--- src/rtl/ofrq_pkg.sv ---
// ----------------------------------------------------------------------------
// ofrq_pkg
// Shared types, constants and ring helpers for the oldest-first ready queue.
// ----------------------------------------------------------------------------
package ofrq_pkg;

   // Ring geometry: SLOTS positions, SLOTS-1 usable entries
   localparam int SLOTS = 8;
   localparam int PTR_W = (SLOTS > 1) ? $clog2(SLOTS) : 1;
   localparam logic [PTR_W-1:0] PTR_LAST = PTR_W'(SLOTS - 1);
   localparam logic [PTR_W-1:0] CNT_FULL = PTR_W'(SLOTS - 1);

   // Request modes
   localparam logic MODE_ADD = 1'b0;
   localparam logic MODE_POP = 1'b1;

   // Result status codes
   localparam logic [1:0] ST_DONE  = 2'd0;
   localparam logic [1:0] ST_FULL  = 2'd1;
   localparam logic [1:0] ST_EMPTY = 2'd2;

   typedef struct packed {
      logic        mode;
      logic [5:0]  entry_index;
      logic [15:0] age_clock;
      logic [15:0] age_seq;
   } req_type;

   typedef struct packed {
      logic [1:0] status;
      logic [5:0] popped_index;
      logic [2:0] count;
   } rsp_type;

   // One stored ring entry
   typedef struct packed {
      logic [5:0]  index;
      logic [15:0] clock;
      logic [15:0] seq;
   } slot_type;

   typedef enum logic [1:0] {
      S_IDLE,
      S_SCAN,
      S_WRITE,
      S_FINISH
   } state_type;

   // Advance a ring position with wrap
   function automatic logic [PTR_W-1:0] ring_next(input logic [PTR_W-1:0] p);
      return (p == PTR_LAST) ? '0 : p + PTR_W'(1);
   endfunction

   // Entries between head and tail, modulo SLOTS
   function automatic logic [PTR_W-1:0] ring_count(input logic [PTR_W-1:0] head,
                                                    input logic [PTR_W-1:0] tail);
      logic [PTR_W:0] sum;
      sum = {1'b0, tail} + (PTR_W+1)'(SLOTS) - {1'b0, head};
      if (tail >= head) begin
         sum = {1'b0, tail} - {1'b0, head};
      end
      return sum[PTR_W-1:0];
   endfunction

   // Report the count in the three-bit result field
   function automatic logic [2:0] count_field(input logic [PTR_W-1:0] c);
      logic [PTR_W+2:0] wide;
      wide = {3'b000, c};
      return wide[2:0];
   endfunction

   // Strictly older: smaller stamp, then smaller sequence number
   function automatic logic is_older(input slot_type a, input slot_type b);
      return (a.clock < b.clock) || ((a.clock == b.clock) && (a.seq < b.seq));
   endfunction

endpackage

--- src/rtl/oldest_first_ready_queue.sv ---
// ----------------------------------------------------------------------------
// oldest_first_ready_queue
// Ring of age-tagged station indices; adds go to the tail, pops return the
// oldest entry and refill its slot from the head.
// ----------------------------------------------------------------------------
//
//   channel   ports                        payload
//   request   req_valid / req_stall        req_data (ofrq_pkg::req_type)
//   result    rsp_valid / rsp_stall        rsp_data (ofrq_pkg::rsp_type)
//
// An add goes through accept with the memory write, then the result load.
// A successful pop goes through the head read at accept, a scan with one memory
// read per entry, the write-back of the head entry, then the result load.
// A rejected add or pop goes from accept straight to the result load. One request is in work at a time.
// Reset (synchronous) clears the pointers and the result flag; entry storage
// is left as is. A new request is taken while a result waits on rsp_stall.
module oldest_first_ready_queue (
   input  logic              clock,
   input  logic              reset,
   input  logic              req_valid,
   output logic              req_stall,
   input  ofrq_pkg::req_type req_data,
   output logic              rsp_valid,
   input  logic              rsp_stall,
   output ofrq_pkg::rsp_type rsp_data
);

   localparam int PTR_W = ofrq_pkg::PTR_W;

   // Entry storage
   ofrq_pkg::slot_type mem [ofrq_pkg::SLOTS];

   ofrq_pkg::state_type state_ff, state_in;
   logic [PTR_W-1:0]    head_ff, head_in;
   logic [PTR_W-1:0]    tail_ff, tail_in;
   logic [PTR_W-1:0]    rd_pos_ff, rd_pos_in;
   logic [PTR_W-1:0]    best_pos_ff, best_pos_in;
   logic                first_ff, first_in;
   ofrq_pkg::slot_type  best_ff, best_in;
   ofrq_pkg::slot_type  head_copy_ff, head_copy_in;
   ofrq_pkg::slot_type  rd_data_ff;
   logic [1:0]          res_status_ff, res_status_in;
   logic [5:0]          res_popped_ff, res_popped_in;
   logic                rsp_valid_ff, rsp_valid_in;
   ofrq_pkg::rsp_type   rsp_data_ff, rsp_data_in;

   logic                mem_we;
   logic [PTR_W-1:0]    mem_waddr;
   ofrq_pkg::slot_type  mem_wdata;
   logic                mem_re;
   logic [PTR_W-1:0]    mem_raddr;
   logic                rsp_load;
   logic                out_free;
   logic [PTR_W-1:0]    cnt;
   logic [PTR_W-1:0]    rd_next;
   logic                req_accept;

   assign cnt        = ofrq_pkg::ring_count(head_ff, tail_ff);
   assign rd_next    = ofrq_pkg::ring_next(rd_pos_ff);
   assign out_free   = !rsp_valid_ff || !rsp_stall;
   assign req_accept = req_valid && !req_stall;

   // Memory: one write port, one registered read port
   always_ff @(posedge clock) begin
      if (mem_we) begin
         mem[mem_waddr] <= mem_wdata;
      end
      if (mem_re) begin
         rd_data_ff <= mem[mem_raddr];
      end
   end

   // Next state
   always_comb begin
      state_in = state_ff;
      unique case (state_ff)
         ofrq_pkg::S_IDLE: begin
            if (req_valid) begin
               if (req_data.mode == ofrq_pkg::MODE_POP && cnt != '0) begin
                  state_in = ofrq_pkg::S_SCAN;
               end else begin
                  state_in = ofrq_pkg::S_FINISH;
               end
            end
         end
         ofrq_pkg::S_SCAN: begin
            if (rd_next == tail_ff) begin
               state_in = ofrq_pkg::S_WRITE;
            end
         end
         ofrq_pkg::S_WRITE: begin
            state_in = ofrq_pkg::S_FINISH;
         end
         ofrq_pkg::S_FINISH: begin
            if (out_free) begin
               state_in = ofrq_pkg::S_IDLE;
            end
         end
         default: begin
            state_in = ofrq_pkg::S_IDLE;
         end
      endcase
   end

   // Outputs and datapath
   always_comb begin
      req_stall     = 1'b1;
      mem_we        = 1'b0;
      mem_waddr     = tail_ff;
      mem_wdata     = head_copy_ff;
      mem_re        = 1'b0;
      mem_raddr     = head_ff;
      rsp_load      = 1'b0;
      head_in       = head_ff;
      tail_in       = tail_ff;
      rd_pos_in     = rd_pos_ff;
      best_pos_in   = best_pos_ff;
      first_in      = first_ff;
      best_in       = best_ff;
      head_copy_in  = head_copy_ff;
      res_status_in = res_status_ff;
      res_popped_in = res_popped_ff;
      unique case (state_ff)
         ofrq_pkg::S_IDLE: begin
            req_stall = 1'b0;
            if (req_valid) begin
               res_popped_in = '0;
               res_status_in = ofrq_pkg::ST_DONE;
               if (req_data.mode == ofrq_pkg::MODE_ADD) begin
                  // Write at tail unless full
                  if (cnt == ofrq_pkg::CNT_FULL) begin
                     res_status_in = ofrq_pkg::ST_FULL;
                  end else begin
                     mem_we          = 1'b1;
                     mem_waddr       = tail_ff;
                     mem_wdata.index = req_data.entry_index;
                     mem_wdata.clock = req_data.age_clock;
                     mem_wdata.seq   = req_data.age_seq;
                     tail_in         = ofrq_pkg::ring_next(tail_ff);
                  end
               end else begin
                  // Start the scan at head unless empty
                  if (cnt == '0) begin
                     res_status_in = ofrq_pkg::ST_EMPTY;
                  end else begin
                     mem_re    = 1'b1;
                     mem_raddr = head_ff;
                     rd_pos_in = head_ff;
                     first_in  = 1'b1;
                  end
               end
            end
         end
         ofrq_pkg::S_SCAN: begin
            // Keep the strictly older candidate; ties stay nearer the head
            if (first_ff || ofrq_pkg::is_older(rd_data_ff, best_ff)) begin
               best_in     = rd_data_ff;
               best_pos_in = rd_pos_ff;
            end
            if (first_ff) begin
               head_copy_in = rd_data_ff;
            end
            first_in = 1'b0;
            // Fetch the next ring position until the tail
            if (rd_next != tail_ff) begin
               mem_re    = 1'b1;
               mem_raddr = rd_next;
               rd_pos_in = rd_next;
            end
         end
         ofrq_pkg::S_WRITE: begin
            // Move the head entry into the freed slot and drop the head
            mem_we        = 1'b1;
            mem_waddr     = best_pos_ff;
            mem_wdata     = head_copy_ff;
            head_in       = ofrq_pkg::ring_next(head_ff);
            res_status_in = ofrq_pkg::ST_DONE;
            res_popped_in = best_ff.index;
         end
         ofrq_pkg::S_FINISH: begin
            rsp_load = out_free;
         end
         default: begin
            req_stall = 1'b1;
         end
      endcase
   end

   // Result register
   always_comb begin
      rsp_valid_in = rsp_valid_ff;
      rsp_data_in  = rsp_data_ff;
      if (rsp_load) begin
         rsp_valid_in             = 1'b1;
         rsp_data_in.status       = res_status_ff;
         rsp_data_in.popped_index = res_popped_ff;
         rsp_data_in.count        = ofrq_pkg::count_field(cnt);
      end else if (!rsp_stall) begin
         rsp_valid_in = 1'b0;
      end
   end

   // Control registers
   always_ff @(posedge clock) begin
      if (reset) begin
         state_ff     <= ofrq_pkg::S_IDLE;
         head_ff      <= '0;
         tail_ff      <= '0;
         first_ff     <= 1'b0;
         rsp_valid_ff <= 1'b0;
      end else begin
         state_ff     <= state_in;
         head_ff      <= head_in;
         tail_ff      <= tail_in;
         first_ff     <= first_in;
         rsp_valid_ff <= rsp_valid_in;
      end
   end

   // Payload registers
   always_ff @(posedge clock) begin
      rd_pos_ff     <= rd_pos_in;
      best_pos_ff   <= best_pos_in;
      best_ff       <= best_in;
      head_copy_ff  <= head_copy_in;
      res_status_ff <= res_status_in;
      res_popped_ff <= res_popped_in;
      rsp_data_ff   <= rsp_data_in;
   end

   assign rsp_valid = rsp_valid_ff;
   assign rsp_data  = rsp_data_ff;

   // Full ring rejects an add without moving the tail
   a_full_hold: assert property (@(posedge clock) disable iff (reset)
      (req_accept && req_data.mode == ofrq_pkg::MODE_ADD && cnt == ofrq_pkg::CNT_FULL)
      |=> ($stable(tail_ff) && res_status_ff == ofrq_pkg::ST_FULL))
      else $error("add on full ring changed the tail");

   // Empty ring rejects a pop and goes straight to the result
   a_empty_pop: assert property (@(posedge clock) disable iff (reset)
      (req_accept && req_data.mode == ofrq_pkg::MODE_POP && cnt == '0)
      |=> (res_status_ff == ofrq_pkg::ST_EMPTY && state_ff == ofrq_pkg::S_FINISH))
      else $error("pop on empty ring not rejected");

   // Selected slot lies inside the occupied part of the ring
   a_best_in_ring: assert property (@(posedge clock) disable iff (reset)
      (state_ff == ofrq_pkg::S_WRITE) |-> (ofrq_pkg::ring_count(head_ff, best_pos_ff) < cnt))
      else $error("selected slot outside the ring");

   // Head moves only out of the write-back cycle
   a_head_move: assert property (@(posedge clock) disable iff (reset)
      !$stable(head_ff) |-> ($past(state_ff) == ofrq_pkg::S_WRITE))
      else $error("head moved outside write-back");

endmodule
--- config.mk ---
export PLATFORM = sky130hd
export DESIGN_NAME = oldest_first_ready_queue
export DESIGN_NICKNAME = d
export VERILOG_FILES = /design/src/rtl/ofrq_pkg.sv /design/src/rtl/oldest_first_ready_queue.sv
export SDC_FILE = /design/constraint.sdc
export NUM_CORES = 1
export LEC_CHECK = 0
export BUFFER_PORTS_ARGS = -buffer_cell sky130_fd_sc_hd__buf_2
export CORE_MARGIN = 2
export CORE_UTILIZATION = 35
export DETAILED_ROUTE_END_ITERATION = 7
export SLEW_MARGIN = 20
export SYNTH_ARGS = -nofsm -noshare
export SYNTH_HDL_FRONTEND = slang
export SYNTH_SLANG_ARGS = --single-unit
--- constraint.sdc ---
create_clock -name clock -period 13.3 [get_ports clock]
set_clock_uncertainty 0.2 [all_clocks]
set_input_delay 2.66 -clock clock [delete_from_list [all_inputs] [get_ports clock]]
set_output_delay 2.66 -clock clock [all_outputs]
set_load 0.05 [all_outputs]
After elaboration in Yosys (flattened, before gate mapping)
Memories as Yosys holds them, arrays and structs flattened. A register that Yosys moved wholly into a read port is not among the register bits.
Index checks and enable logic that the tools add are counted.
{"block": "totals", "register_bits": 111, "ram_bits": 304, "inputBits": 43, "output_inout_bits": 13, "elab_cells": 113, "mem_count": 1}
{"memory": "mem", "words": 8, "word_bits": 38, "read_ports": 1, "rd_clocked_by_memory_dff": 1, "wr": 1, "line_no": "oldest_first_ready_queue.sv:31", "text": "ofrq_pkg::slot_type mem [ofrq_pkg::SLOTS];"}
{"block": "op_classes", "addsub": 6, "magnitude_cmp": 3, "eq_ne": 17, "mux": 47, "n_bitwise": 2, "reduce_logical": 19}
{"op": "$mux W38", "n": 4}
{"op": "$mux W3", "n": 11}
{"op": "$lt A16 B16 Y1", "n": 2}
{"op": "$mux W1", "n": 17}
{"op": "$eq A16 B16 Y1", "n": 1}
{"op": "$mux W2", "n": 7}
{"op": "$add A3 B1 Y3 const B", "n": 4}
{"op": "$eq A3 B3 Y1 const B", "n": 4}
{"op": "$ne A2 B2 Y1 const B", "n": 6}
{"op": "$pmux W6 S2", "n": 1}
{"op": "$pmux W2 S4", "n": 1}
{"op": "$reduce_and A4 Y1", "n": 2}
{"op": "$mux W6", "n": 1}
{"op": "$pmux W1 S2", "n": 3}
{"op": "$pmux W3 S2", "n": 1}
{"op": "$reduce_and A2 Y1", "n": 3}
{"op": "$sub A3 B3 Y3", "n": 2}
{"op": "$reduce_and A5 Y1", "n": 1}
{"op": "$eq A2 B2 Y1 const B", "n": 2}
{"op": "$pmux W2 S2", "n": 1}
{"op": "$reduce_bool A2 Y1", "n": 2}
{"op": "$eq A3 B3 Y1", "n": 1}
{"op": "$ge A3 B3 Y1", "n": 1}
{"op": "$logic_not A3 Y1", "n": 1}
{"op": "10 further kinds", "n": 15}

Logic depth before layout (Yosys ltp)
{"block": "depth", "ltp_word": 10, "mapped_depth": 12, "mapped_depth_nobuf": 10}

Worst setup path after synthesis
Ideal clock, no wire load.
{"block": "synth_timing", "path_kind": "in2reg", "start": "in req_valid", "end": "mem mem[0][0] (netlist name) (enable)", "setup_ns": 0.433, "arrival_ns": 5.266, "required_ns": 12.667, "slack_ns": 7.401, "stages": 5, "n_path_buf": 1, "path_cell_list": "nand2_1 > nor3_1 > buf_2 > a2bb2oi_1 > nor2_1"}
{"block": "synth_via", "elab_chain_len": 4}
{"item": "start, declared", "line_no": "oldest_first_ready_queue.sv:20", "text": "input logic req_valid,"}
{"item": "$mux W1", "line_no": "oldest_first_ready_queue.sv:126", "text": "if (req_valid) begin"}
{"item": "$pmux W1 S2", "line_no": "oldest_first_ready_queue.sv:123", "text": "unique case (state_ff)"}
{"item": "$mux W1", "line_no": "oldest_first_ready_queue.sv:65", "text": "if (mem_we) begin"}
{"item": "$mux W1 (not written as such)", "line_no": "oldest_first_ready_queue.sv:66", "text": "mem[mem_waddr] <= mem_wdata;"}
{"item": "end, declared", "line_no": "oldest_first_ready_queue.sv:31"}
Every way passes these cells.

Worst setup path in the final report
{"block": "layout_timing", "start": "reg rd_pos_ff[0]", "end": "reg, netlist name rd_data_ff[36]"}
{"block": "layout_via", "elab_chain_len": 5, "word_cells_on_any_way": 8, "cone_classes": "add/sub: 1; eq/ne: 2; mux: 5"}
{"item": "start, declared", "line_no": "oldest_first_ready_queue.sv:36", "text": "logic [PTR_W-1:0] rd_pos_ff, rd_pos_in;"}
{"item": "start signal, assigned", "line_no": "oldest_first_ready_queue.sv:222", "text": "rd_pos_ff <= rd_pos_in;"}
{"item": "$add A3 B1 Y3 or $eq A3 B3 Y1 (tied branches)", "line_no": "ofrq_pkg.sv:51", "text": "return (p == PTR_LAST) ? '0 : p + PTR_W'(1);"}
{"item": "$mux W3 *", "line_no": "ofrq_pkg.sv:51"}
{"item": "$ne A3 B3 Y1", "line_no": "oldest_first_ready_queue.sv:165", "text": "if (rd_next != tail_ff) begin"}
{"item": "$mux W1 or $mux W3 (tied branches)", "line_no": "oldest_first_ready_queue.sv:165"}
{"item": "$pmux W1 S2 or $mux W3 (tied branches)"}
Mark *: on every way between the ends. The rest lies on a longest branch, timed or not.
A chain may end at the register's enable or synchronous reset.

==> out/metrics.csv <==
metric,value,unit
max_cap viols,0,
die area,61910,sq um
# port buffers,55,
slowest CP cell,buf_4,
GRT Residual Overflow,0,
register area share after synthesis,64.37,%
share of async-settable or async-resettable flops after synthesis,0,%
via count,13080,
post-route ant nets,0,
vias in the first global route,12970,
DRT iter0 DRCs,1050,
"count leader, synth",edfxtp_1,
max-slew violation count,0,
PwrDens,224.6,nW/um^2
Leak Pwr,7.722,nW
DRC,2,
Synth area leader,edfxtp_1,
Die Width,248.8,microns
# H-tree levels,2,
IO Count,56,
final hold viol count,0,
post-route minimum period,5.723,ns
clock transition at the registers of the reported paths,0.07,ns
GR Util All Layers,15.99,%
initial antenna violation count,2,
post-route cell area,23570,sq um
Root Buffer Master,clkbuf_16,
"most used cell, CP",buf_4,
largest cells by area after synthesis,"edfxtp_1, mux2_2, a21oi_1",
cell class contributing the biggest share of worst-path delay,buffers and inverters,
Synth Cell Area,20980,sq um
#FFs+latches synth,453,
CP arrival,5.86,ns
layout cells sized above 1,18.31,%
placed cell areas,22090,sq um
Mapped Nets,1590,
CTS Buf Count,47,
Post-CTS Resized,0,
maximum clock rate,0.1747,GHz
CP Launch Type,flip-flop,
outcome,"complete, but fails checks",
WL final,50660,microns
CTS tree,built,
Syn Inst Count,1504,
Critical Path RT,13.43,ns
Setup-failing EPs final,0,
Post-CTS Repair Setup Buffers,0,
"EDFF count, synth",443,
CP endpoint kind,flip-flop,
VDD IR-drop max,0.09162,mV
largest net degree at the start of global routing,86,
DIE HEIGHT,248.8,microns
prevailing post-synth register cell,edfxtp_1,
Rows,89,
Syn. warnings,0,
"Critical Path, Cell by Cell","ha_1, ha_1, nor2b_4, xnor2_4, buf_4, o21ai_1, a21oi_4, buf_4, buf_4, mux2i_1, a211oi_1, a21o_1",
r2r setup slk,7.58,ns
worst-path maximum fanout,85,
Unique masters post-synth,62,
TNS Setup,0,ns
top-area cell type share of the netlist area,63.41,%
nets,1612,
drt pass-1 iters,7,
clock sink count,453,
unrepaired setup endpoints after global routing,false,
"Period Utilization, post-route",43.03,%
Initial Utilization,35.48,%
Avg Inst Size Synth,13.95,sq um
Placer Congestion,0.7874,
hold_buf cts,0,
Longest Clk Path Bufs,3,
Synth-to-Final Area Change,12.36,%
HPWL after detailed placement,29040,microns
worst slew pin tran,1.141,ns
worst skew pair latency,0.59,ns
Min-Delay Path Class,flip-flop to flip-flop,
Bufs and invs on worst path,3,
Max-slew headroom,23.86,%
critical path class,flip-flop to flip-flop,
Synth top cells by count,"edfxtp_1, a21oi_1, mux2_2",
Worst path max stage delay,0.78,ns
wire per inst,21.69,microns
failing checks,design-rule violations,
CORE AREA,59130,sq um
Vias/cell,5.601,
first-pass GRT wire length,76670,microns
## final cells by class
| cell class | instances | area, sq um |
|---|---|---|
| diodes | 1 | 2.502 |
| clock buffers | 65 | 1318 |
| clock inverters | 20 | 157.7 |
| fillers | 5299 | 35560 |
| inverters | 46 | 175.2 |
| multi-input cells | 897 | 6974 |
| flip-flops and latches | 453 | 13510 |
| well taps | 773 | 967.2 |
| repair buffers | 81 | 470.5 |
## cell families after synthesis
logic type / share of synthesized area [%]
multiplexers: 10.14
AND/OR/NAND/NOR: 4.485
flip-flops: 64.37
AO/OA/AOI/OAI: 15.03
buffers and inverters: 3.090
adder cells (fa/ha/maj): 2.600
XOR/XNOR: 0.2864
## worst register-to-register path: cells and delay by family (launching register included)
kind | cells | cell delay (ns)
adder cells (fa/ha/maj) | 2 | 0.62
AND/OR/NAND/NOR | 1 | 0.14
XOR/XNOR | 1 | 0.76
buffers and inverters | 3 | 2.03
flip-flops | 1 | 0.57
multiplexers | 1 | 0.32
AO/OA/AOI/OAI | 4 | 0.85
## cells in the final DEF (no fill, tap or decap), drive strengths merged, types with 3 or more instances in the layout
cell type,n
edfxtp,443
a21oi,235
mux2,116
a211oi,113
mux2i,82
buf,81
nor2b,77
clkbuf,65
inv,46
a221oi,44
ha,42
a22o,36
nor2,29
o21ai,17
clkinv,17
a21o,12
dfxtp,10
nand2,10
and2,9
nand3,9
nor3,8
nand4,7
a31oi,6
nor3b,4
xnor2,4
o21a,3
## state kept, by name, indices dropped and copies added (netlist names)
name and cells:
head_ff 3, rsp_valid 1, rsp_data 11, best_ff 38
mem 304, head_copy_ff 38, res_popped_ff 6, rd_pos_ff 3
rd_data_ff 38, res_status_ff 2, tail_ff 3, first_ff 1
best_pos_ff 3, state_ff 2
## where the power goes
part	total (mW)	switching [mW]	internal, mW
Clock	1.27	0.543	0.731
Sequential	2.12	0.162	1.95
Combinational	1.90	1.20	0.698
Total	5.29	1.91	3.38
## final timing paths
check / from / end / depth (start not counted)
setup reg to reg: rd_pos_ff[0] / rd_data_ff[36] / 12
hold reg to reg: res_popped_ff[3] / rsp_data[6] / 0
setup / recovery: rd_pos_ff[0] / rd_data_ff[36] / 12
hold / removal: res_popped_ff[3] / rsp_data[6] / 0
## per-layer routing
| metal | wire length (microns) | share of wire, % | GRT usage, % | vias to the layer above |
|---|---|---|---|---|
| met2 | 24360 | 48 | 27.01 | 396 |
| li1 | - | - | - | 5977 |
| met4 | 1204 | 2.4 | 5.108 | 2 |
| met1 | 22320 | 44 | 21.07 | 6614 |
| met3 | 2768 | 5.5 | 2.529 | 94 |
| met5 | 16 | 0.032 | 0 | - |
## per-stage QoR
step / std cells / utilization [%] / total power, mW / hold slack (ns) / setup slack, ns
after CTS: 2335 / 39.86 / 5.327 / 0.2202 / 7.637
after detailed placement: 2250 / 37.36 / 4.043 / 0.2066 / 7.532
after global routing: 2335 / 39.86 / 5.581 / 0.2229 / 7.226
final: 2336 / 39.86 / 5.293 / 0.2178 / 7.577
after floorplan: 1504 / - / 3.475 / 0.2003 / 7.401
after global placement: 2250 / 37.36 / 3.971 / 0.2016 / 7.616
Power figures use the tool's default switching activity.
